**config.mk**
```make
export PLATFORM = sky130hd
export DESIGN_NAME = crtc_seq
export DESIGN_NICKNAME = d
export VERILOG_FILES = /design/src/design/crtc_pkg.sv /design/src/design/crtc_seq.sv
export SDC_FILE = /design/constraint.sdc
export NUM_CORES = 1
export LEC_CHECK = 0
export BUFFER_PORTS_ARGS = -buffer_cell sky130_fd_sc_hd__buf_2
export CORE_AREA = 2 2 249 251
export CTS_BUF_LIST = sky130_fd_sc_hd__clkbuf_16
export DETAILED_ROUTE_END_ITERATION = 8
export DIE_AREA = 0 0 251 253
export GPL_TIMING_DRIVEN = 0
export PLACE_DENSITY_LB_ADDON = 0.12
export REMOVE_ABC_BUFFERS = 1
export SLEW_MARGIN = 40
export SYNTH_ARGS = -nofsm -noshare
export SYNTH_HDL_FRONTEND = slang
export SYNTH_SLANG_ARGS = --single-unit
```
**constraint.sdc**
```tcl
create_clock -name clk -period 24.3 [get_ports clk]
set_clock_uncertainty 0.05 [all_clocks]
set_input_delay 0 -clock clk [delete_from_list [all_inputs] [get_ports clk]]
set_output_delay 0 -clock clk [all_outputs]
set_load 0.005 [all_outputs]
```
**src/design/crtc_pkg.sv**
```systemverilog
// Shared types and constants for the call/return trace capture block.
// No dependencies; every other file imports this package.
package crtc_pkg;

  localparam int TARGETS   = 4;     // targets that the sequencer may walk
  localparam int TGT_SLOTS = 4;     // per-target state slots, one per 2-bit index
  localparam int RECORDS   = 64;    // depth of the record store

  localparam int IDX_W  = (RECORDS > 1) ? $clog2(RECORDS) : 1;
  localparam int FILL_W = $clog2(RECORDS + 1);
  localparam int SUM_W  = IDX_W + 1;
  localparam int CMP_W  = (FILL_W > 7) ? FILL_W : 7;
  localparam int CFG_IDX_W = 3;

  // Input opcodes
  localparam logic [1:0] OP_OBSERVE   = 2'd0;
  localparam logic [1:0] OP_SET_FIELD = 2'd1;
  localparam logic [1:0] OP_DRAIN     = 2'd2;

  // Record kinds
  localparam logic KIND_ENTRY  = 1'b0;
  localparam logic KIND_RETURN = 1'b1;

  // Configuration register indexes
  localparam logic [CFG_IDX_W-1:0] REG_TARGET_COUNT   = 3'd0;
  localparam logic [CFG_IDX_W-1:0] REG_QUEUE_CAPACITY = 3'd1;
  localparam logic [CFG_IDX_W-1:0] REG_FOLLOW_MASK    = 3'd2;
  localparam logic [CFG_IDX_W-1:0] REG_TARGET_PC_0    = 3'd3;
  localparam logic [CFG_IDX_W-1:0] REG_TARGET_PC_1    = 3'd4;
  localparam logic [CFG_IDX_W-1:0] REG_TARGET_PC_2    = 3'd5;
  localparam logic [CFG_IDX_W-1:0] REG_TARGET_PC_3    = 3'd6;

  // Return addresses must be word aligned
  localparam logic [31:0] ALIGN_MASK = 32'h0000_0003;

  typedef struct packed {
    logic [1:0]         opcode;
    logic [31:0]        inst_pc;
    logic [31:0]        following_pc;
    logic [31:0]        inst_word;
    logic               in_delay_slot;
    logic [5:0]         pending_load_reg;
    logic [31:0]        pending_load_value;
    logic signed [31:0] cycle_stamp;
    logic [31:0]        stack_pointer;
    logic [31:0]        return_address;
    logic [31:0]        field_number;
  } crtc_item_t;

  typedef struct packed {
    logic               record_present;
    logic [31:0]        rec_ordinal;
    logic [31:0]        rec_field;
    logic [1:0]         rec_target;
    logic               rec_kind;
    logic [31:0]        rec_pc;
    logic [31:0]        rec_next_pc;
    logic [31:0]        rec_inst;
    logic               rec_delay_slot;
    logic [5:0]         rec_load_reg;
    logic [31:0]        rec_load_value;
    logic signed [31:0] rec_stamp;
  } crtc_result_t;

  // One stored record
  typedef struct packed {
    logic [31:0]        ordinal;
    logic [31:0]        field;
    logic [1:0]         target;
    logic               kind;
    logic [31:0]        pc;
    logic [31:0]        next_pc;
    logic [31:0]        inst;
    logic               delay_slot;
    logic [5:0]         load_reg;
    logic [31:0]        load_data;
    logic signed [31:0] stamp;
  } crtc_rec_t;

  typedef struct packed {
    logic [2:0]             n_targets;
    logic [6:0]             queue_capacity;
    logic [3:0]             follow_mask;
    logic [3:0][31:0]       target_pc;
  } crtc_cfg_t;

  // Sequencer requests to the record store
  typedef struct packed {
    logic push;
    logic pop;
  } crtc_fifo_req_t;

endpackage

```
**src/design/crtc_seq.sv**
```systemverilog
// Sequencer: walks the targets one check at a time through a shared address
// comparator, keeps the per-target pairing state and counters. Uses crtc_pkg.
module crtc_seq import crtc_pkg::*; (
  input  logic           clk,
  input  logic           rst_n,
  input  crtc_cfg_t      cfg,
  input  logic           in_valid,
  input  crtc_item_t     in_item,
  output logic           in_ready,
  output crtc_fifo_req_t fifo_req,
  output crtc_rec_t      wr_rec,
  input  logic           out_free,
  output logic           out_load
);

  typedef enum logic [4:0] {
    S_IDLE  = 5'b00001,
    S_RET   = 5'b00010,
    S_ENT   = 5'b00100,
    S_DRAIN = 5'b01000,
    S_LOAD  = 5'b10000
  } state_t;

  state_t state_r, state_nxt;

  crtc_item_t  item_r;
  logic [1:0]  tgt_r, tgt_nxt;
  logic [1:0]  last_tgt_r, last_tgt_nxt;
  logic [31:0] observed_count_r, observed_count_nxt;
  logic [31:0] latched_field_r, latched_field_nxt;
  logic [31:0] pair_err_count_r, pair_err_count_nxt;

  logic [TGT_SLOTS-1:0] pending_r;
  logic [31:0]          saved_pc_r   [TGT_SLOTS];
  logic [31:0]          saved_sp_r   [TGT_SLOTS];
  logic [31:0]          entry_cnt_r  [TGT_SLOTS];
  logic [31:0]          return_cnt_r [TGT_SLOTS];

  logic [2:0]  active_count;
  logic [31:0] cmp_ref;
  logic        cmp_hit;
  logic        ret_hit;
  logic        ent_hit;
  logic        follow;
  logic        pair_bad;
  logic        accept;

  assign in_ready = (state_r == S_IDLE);
  assign accept   = in_valid && in_ready;

  // Saturate the target count at the number of targets built
  assign active_count = (cfg.n_targets > 3'(TARGETS)) ? 3'(TARGETS) : cfg.n_targets;

  // Shared comparator: saved return address in the return step, target pc otherwise
  assign cmp_ref = (state_r == S_RET) ? saved_pc_r[tgt_r] : cfg.target_pc[tgt_r];
  assign cmp_hit = (item_r.inst_pc == cmp_ref);

  assign ret_hit  = (state_r == S_RET) && pending_r[tgt_r] && cmp_hit &&
                    (item_r.stack_pointer == saved_sp_r[tgt_r]) && !item_r.in_delay_slot;
  assign ent_hit  = (state_r == S_ENT) && cmp_hit;
  assign follow   = cfg.follow_mask[tgt_r];
  assign pair_bad = pending_r[tgt_r] || ((item_r.return_address & ALIGN_MASK) != '0);

  always_comb begin
    wr_rec.ordinal    = observed_count_r;
    wr_rec.field      = latched_field_r;
    wr_rec.target     = tgt_r;
    wr_rec.kind       = (state_r == S_RET) ? KIND_RETURN : KIND_ENTRY;
    wr_rec.pc         = item_r.inst_pc;
    wr_rec.next_pc    = item_r.following_pc;
    wr_rec.inst       = item_r.inst_word;
    wr_rec.delay_slot = item_r.in_delay_slot;
    wr_rec.load_reg   = item_r.pending_load_reg;
    wr_rec.load_data  = item_r.pending_load_value;
    wr_rec.stamp      = item_r.cycle_stamp;
  end

  always_comb begin
    state_nxt          = state_r;
    tgt_nxt            = tgt_r;
    last_tgt_nxt       = last_tgt_r;
    observed_count_nxt = observed_count_r;
    latched_field_nxt  = latched_field_r;
    pair_err_count_nxt = pair_err_count_r;
    fifo_req.push      = ret_hit || ent_hit;
    fifo_req.pop       = 1'b0;
    out_load           = 1'b0;
    unique case (state_r)
      S_IDLE: begin
        if (accept) begin
          unique case (in_item.opcode)
            OP_OBSERVE: begin
              observed_count_nxt = observed_count_r + 32'd1;
              tgt_nxt            = 2'd0;
              last_tgt_nxt       = 2'(active_count - 3'd1);
              if (active_count != 3'd0) begin
                state_nxt = S_RET;
              end
            end
            OP_SET_FIELD: latched_field_nxt = in_item.field_number;
            OP_DRAIN:     state_nxt = S_DRAIN;
            default:      ;
          endcase
        end
      end
      S_RET: state_nxt = S_ENT;
      S_ENT: begin
        if (ent_hit && follow && pair_bad) begin
          pair_err_count_nxt = pair_err_count_r + 32'd1;
        end
        if (tgt_r == last_tgt_r) begin
          state_nxt = S_IDLE;
        end else begin
          tgt_nxt   = tgt_r + 2'd1;
          state_nxt = S_RET;
        end
      end
      S_DRAIN: begin
        // Hold until the output register is free or being emptied
        if (out_free) begin
          fifo_req.pop = 1'b1;
          state_nxt    = S_LOAD;
        end
      end
      S_LOAD: begin
        out_load  = 1'b1;
        state_nxt = S_IDLE;
      end
      default: state_nxt = S_IDLE;
    endcase
  end

  always_ff @(posedge clk) begin
    if (!rst_n) begin
      state_r          <= S_IDLE;
      tgt_r            <= '0;
      last_tgt_r       <= '0;
      observed_count_r <= '0;
      latched_field_r  <= '0;
      pair_err_count_r <= '0;
      pending_r        <= '0;
      for (int i = 0; i < TGT_SLOTS; i++) begin
        entry_cnt_r[i]  <= '0;
        return_cnt_r[i] <= '0;
      end
    end else begin
      state_r          <= state_nxt;
      tgt_r            <= tgt_nxt;
      last_tgt_r       <= last_tgt_nxt;
      observed_count_r <= observed_count_nxt;
      latched_field_r  <= latched_field_nxt;
      pair_err_count_r <= pair_err_count_nxt;
      if (ret_hit) begin
        pending_r[tgt_r]    <= 1'b0;
        return_cnt_r[tgt_r] <= return_cnt_r[tgt_r] + 32'd1;
      end
      if (ent_hit) begin
        entry_cnt_r[tgt_r] <= entry_cnt_r[tgt_r] + 32'd1;
        if (follow && !pair_bad) begin
          pending_r[tgt_r] <= 1'b1;
        end
      end
    end
  end

  always_ff @(posedge clk) begin
    if (accept) begin
      item_r <= in_item;
    end
    if (ent_hit && follow && !pair_bad) begin
      saved_pc_r[tgt_r] <= item_r.return_address;
      saved_sp_r[tgt_r] <= item_r.stack_pointer;
    end
  end

endmodule

```
Yosys cells after proc, flatten, opt, wreduce, memory -nomap -nowiden

Memory sizes are Yosys's and may differ from the RTL's. A register that Yosys moved wholly into a read port is not among the register bits.
Index checks and enable logic that the tools add are counted.
W data, S select, Z words.

Bits in registers: 308
Bits in writable memories: 256
Bits of input ports: 411
Output and inout port bits: 238
Memories kept: 2

Add/subtract/negate cells: 3
Magnitude comparators: 3
Equal/unequal tests: 16
Muxes and demuxes: 34
Bitwise operators: 3
Reduce and logical (&&, ||, !) cells: 22

Memories:

| name       | depth | width | rd ports | clocked after memory_dff | wr ports | RTL line       | text |
|---|---|---|---|---|---|---|---|
| saved_pc_r | 4     | 32    | 1        | 1                        | 1        | crtc_seq.sv:34 | `logic [31:0] saved_pc_r [TGT_SLOTS];` |
| saved_sp_r | 4     | 32    | 1        | 1                        | 1        | crtc_seq.sv:35 | `logic [31:0] saved_sp_r [TGT_SLOTS];` |

Operators with widths:

| kind                    | count |
|---|---|
| $bmux W32 S2            | 1 |
| $eq A32 B32 Y1          | 2 |
| $mux W32                | 2 |
| $add A32 B1 Y32 const B | 1 |
| $reduce_bool A32 Y1     | 1 |
| $pmux W5 S4             | 1 |
| $mux W2                 | 8 |
| $mux W4                 | 4 |
| $mux W5                 | 3 |
| $logic_and A1 B1 Y1     | 10 |
| $pmux W5 S2             | 1 |
| $mux W1                 | 9 |
| $reduce_and A4 Y1       | 2 |
| $reduce_and A3 Y1       | 2 |
| $eq A5 B1 Y1 const B    | 1 |
| $eq A5 B2 Y1 const B    | 1 |
| $eq A5 B3 Y1 const B    | 1 |
| $eq A5 B4 Y1 const B    | 1 |
| $eq A5 B5 Y1 const B    | 1 |
| $and A4 B4 Y4           | 1 |
| $bmux W1 S2             | 2 |
| $ne A2 B1 Y1 const B    | 2 |
| $ne A2 B2 Y1 const B    | 2 |
| $not A4 Y4              | 1 |
| other kinds (19)        | 21 |

Depth between registers and ports, before layout

Depth in word-level cells: 12
Mapped depth: 12

Least setup slack after synthesis

Ideal clock, no wire load.

Path type: register -> register
Start: register state_r[2]
End: register latched_field_r[1]
Setup time: 0.132 ns
Arrival time: 7.591 ns
Setup slack: 16.527 ns
Cell stages (with the launch flop): 9
Path buffers: 1
Cell sequence: dfxtp_1 > nor3_1 > nand3b_1 > inv_1 > and2_1 > nand3b_1 > clkbuf_1 > nand2_1 > a21oi_1

Cells in the longest elaborated chain, start to end: 3

RTL lines:

| item                               | RTL line        | text |
|---|---|---|
| start: declaration                 | crtc_seq.sv:24  | `state_t state_r, state_nxt;` |
| start signal: assignment           | crtc_seq.sv:147 | `state_r <= state_nxt;` |
| $eq A5 B1 Y1                       | crtc_seq.sv:48  | `assign in_ready = (state_r == S_IDLE);` |
| via in_ready                       | crtc_seq.sv:9   | `output logic in_ready,` |
| $logic_and A1 B1 Y1                | crtc_seq.sv:49  | `assign accept = in_valid && in_ready;` |
| via accept                         | crtc_seq.sv:46  | `logic accept;` |
| $reduce_and A3 Y1 (no source line) | -               |  |
| end signal: assignment             | crtc_seq.sv:151 | `latched_field_r <= latched_field_nxt;` |
| end: declaration                   | crtc_seq.sv:30  | `logic [31:0] latched_field_r, latched_field_nxt;` |

The timed path passes the listed nets, and every way through them passes these cells.
A chain may end at the register's enable or synchronous reset.

==> summary.txt <==
PnR Total Power = 2508 uW
Internal Power = 1895 uW
Initial DRC Count = 939
Sw Pwr = 612.8 uW
CP Max Fanout = 37
Setup crit end kind = flop
Gr ovfl total = 0
Clock share of power = 37.2%
Uppermost routed layer = met5
H-Tree Depth = 2
DRC violations left = 0
Post-CTS setup buffers = 0
Critical Path End = saved_pc_r[3][11]
WS Path Type = reg2reg
Largest net degree at the start of global routing = 63
Clock Latency Late Sink = 0.64 ns
Final wirelength = 64,170 um
Tcrit/Tclk final = 18.92%
Place WS = 19.58 ns
Vias per cell = 4.749
Final Cell Area = 0.03217 mm2
Hold WC Path Type = in2reg
WL met1 = 25,500 um
Clock Tree Root = clkbuf_16
Vias in the first global route = 15,980
Port bufs = 641
Slew Viols, Final = 0
Initial Utilization = 37.76%
Die Ht = 253 um
Share of cells above drive strength 1 = 36.70%
Setup TNS = 0 ns
Routed len/inst = 20.39 um
Max Clock Freq = 217.5 MHz
Peak VDD IR = 0.06075 mV
Sequential power share = 50.2%
Worst hold margin = 0.03092 ns
Synth warn = 0
Worst endpoint data arrival time = 4.85 ns
Flop-to-flop setup slack = 19.70 ns
Nets = 2,721
Status = completed
GP Congestion = 0.8140
Synth Register Bits = 566
Post-synth EDFFs = 487
RSZ-0062 raised after global routing = no
Io pins = 649
Post-placement cell area = 0.02617 mm2
Post-synth ARST share = 0%
Seq/Total Area, Yosys = 70.33%
Fin. Hold Viols = 0
Min cycle time layout = 4.598 ns
Longest Clk Path Bufs = 3
Met2 routed WL = 33,140 um
Number of max-cap violations = 0
Syn Inst Count = 1,394
R2R depth = 11
Clock slew at reported path FFs = 0.06 ns
Reg2reg end = saved_pc_r[3][11]
Total track usage = 19.67%
Vias = 14,940
Layout area overhead = 39.61%
Antenna Violating Nets Remaining = 0
Met3 wire len = 3919 um
Rel. slew slack = 51.78%
Final WS setup = 19.70 ns
CTS tree = built
Req. time, crit path = 24.55 ns
Final setup violating endpoints = 0
Sw Share = 24.43%
Startpoint types = flop
Chip Width = 251 um
First drt pass iteration count = 5
Die ar. = 0.06350 mm2
Dpl hpwl = 42,660 um
Leakage = 0.01212 uW
Avg Synthesized Cell Area = 16.53 um2
Post-Syn Area = 0.02304 mm2
TritonCTS buffer count = 60
Core area = 0.06103 mm2
Synth unique cells = 59
First-pass GRT wire length = 94,320 um
Clock Sinks = 566
Row cnt = 91
Comb power frac = 12.6%
Initial antenna violation count = 8
Top_reg_cell synth = edfxtp_1
P per Cell Area = 77.96 mW/mm2
Worst-Margin Slew = 0.7215 ns
[area by class of cell]
type                    instances  area [um2]
diodes                          3       7.507
multi-input cells             595        5270
inverters                      24       102.6
well taps                     790       988.4
clock inverters                52       523.0
flip-flops and latches        566       16220
repair buffers               1057        7555
fillers                      5046       28860
clock buffers                  60        1501
[cells by family after synthesis]
| kind of cell | synth area share, % |
|---|---|
| compound gates | 2.340 |
| xor+xnor | 4.485 |
| fa+ha+maj | 0.3258 |
| buf+inv | 6.874 |
| flops | 70.33 |
| mux | 10.15 |
| simple gates | 5.495 |
[critical path: stages, from the launching register on]
cell and delay, ns:
dfxtp_4 0.65, buf_12 0.28, buf_12 0.27, mux4_1 0.62, xnor2_1 0.26, nand4_1 0.18
a32oi_1 0.35, o311ai_2 0.24, and4bb_2 0.38, nand4_1 0.21, inv_6 0.42, buf_12 0.29
[state kept, by name (all words and copies together) (netlist names), named ones only]
register          cells
last_tgt_r            2
wr_rec              167
latched_field_r      32
state_r               5
saved_pc_r          128
item_r               64
tgt_r                 2
pending_r             4
observed_count_r     32
saved_sp_r          128
[cells in the final DEF (no fill, tap or decap), types with 9 or more instances in the layout]
cell,synthesis,routed
xnor2_1,68,68
edfxtp_1,487,487
clkinv_2,0,17
inv_1,22,31
a21oi_1,46,46
xor2_1,50,50
clkbuf_16,0,60
buf_2,9,641
bufinv_16,0,9
nand2_1,98,98
nor3_1,15,15
dfxtp_1,79,75
clkinv_1,1,10
nand4_1,23,23
and2_1,14,11
mux4_2,83,83
buf_12,0,17
mux2i_1,36,36
nor2_1,46,46
and3_1,9,9
nand3_1,23,23
dlygate4sd3_1,0,396
[stage by stage]
| step | instances | utilization [%] |
|---|---|---|
| after detailed placement | 2636 | 42.89 |
| final | 3147 | 52.71 |
| after global placement | 2616 | 42.18 |
| after global routing | 3146 | 52.71 |
| after CTS | 3144 | 52.70 |
| after floorplan | 1185 | - |
[worst min path at each step]
| stage | startpoint | slack [ns] | depth (start not counted) | end |
|---|---|---|---|---|
| finish | in_item[74] | 0.03 | 2 | item_r[74] |
| global route | in_item[251] | 0.02 | 2 | wr_rec[155] |
| CTS | in_item[251] | 0.0004 | 2 | wr_rec[155] |
| detailed placement | in_item[132] | 0.13 | 1 | wr_rec[36] |
| global placement | in_item[106] | 0.13 | 1 | wr_rec[10] |
| floorplan | rst_n | 0.01 | 1 | state_r[0] |
[power by group through the flow]
stage	registers, uW	logic, uW	clock network (uW)
2_1_floorplan	1300	93.9	0
3_3_place_gp	1320	244	0
3_5_place_dp	1280	265	0
4_1_cts	1260	317	957
5_1_grt	1270	342	991
6_report	1260	315	933
[what timing repair did]
action,4_1_cts,5_1_grt
gates resized for setup,0,0
hold endpoints to repair,322,0
hold buffers,396,0
[synth_stat cells (9+ instances only)]
cell type | instances | share of area, %
nor3_1 | 15 | 0.33
dfxtp_1 | 79 | 6.9
inv_1 | 22 | 0.36
buf_2 | 9 | 0.20
edfxtp_1 | 487 | 63
mux2i_1 | 36 | 1.6
xor2_1 | 50 | 1.9
nand2_1 | 98 | 1.6
xnor2_1 | 68 | 2.6
a21oi_1 | 46 | 1.0
buf_4 | 172 | 5.6
mux4_2 | 83 | 8.1
clkbuf_1 | 21 | 0.34
nand3_1 | 23 | 0.50
and3_1 | 9 | 0.24
nor2_1 | 46 | 0.75
and2_1 | 14 | 0.38
nand4_1 | 23 | 0.62
[per-layer routing]
layer  vias to the layer above  track usage, %
li1                       6914               -
met2                       512           35.68
met4                         6           5.595
met3                       103           4.359
met5                         -               0
met1                      7409           23.43
(Power assumes the default switching activity.)
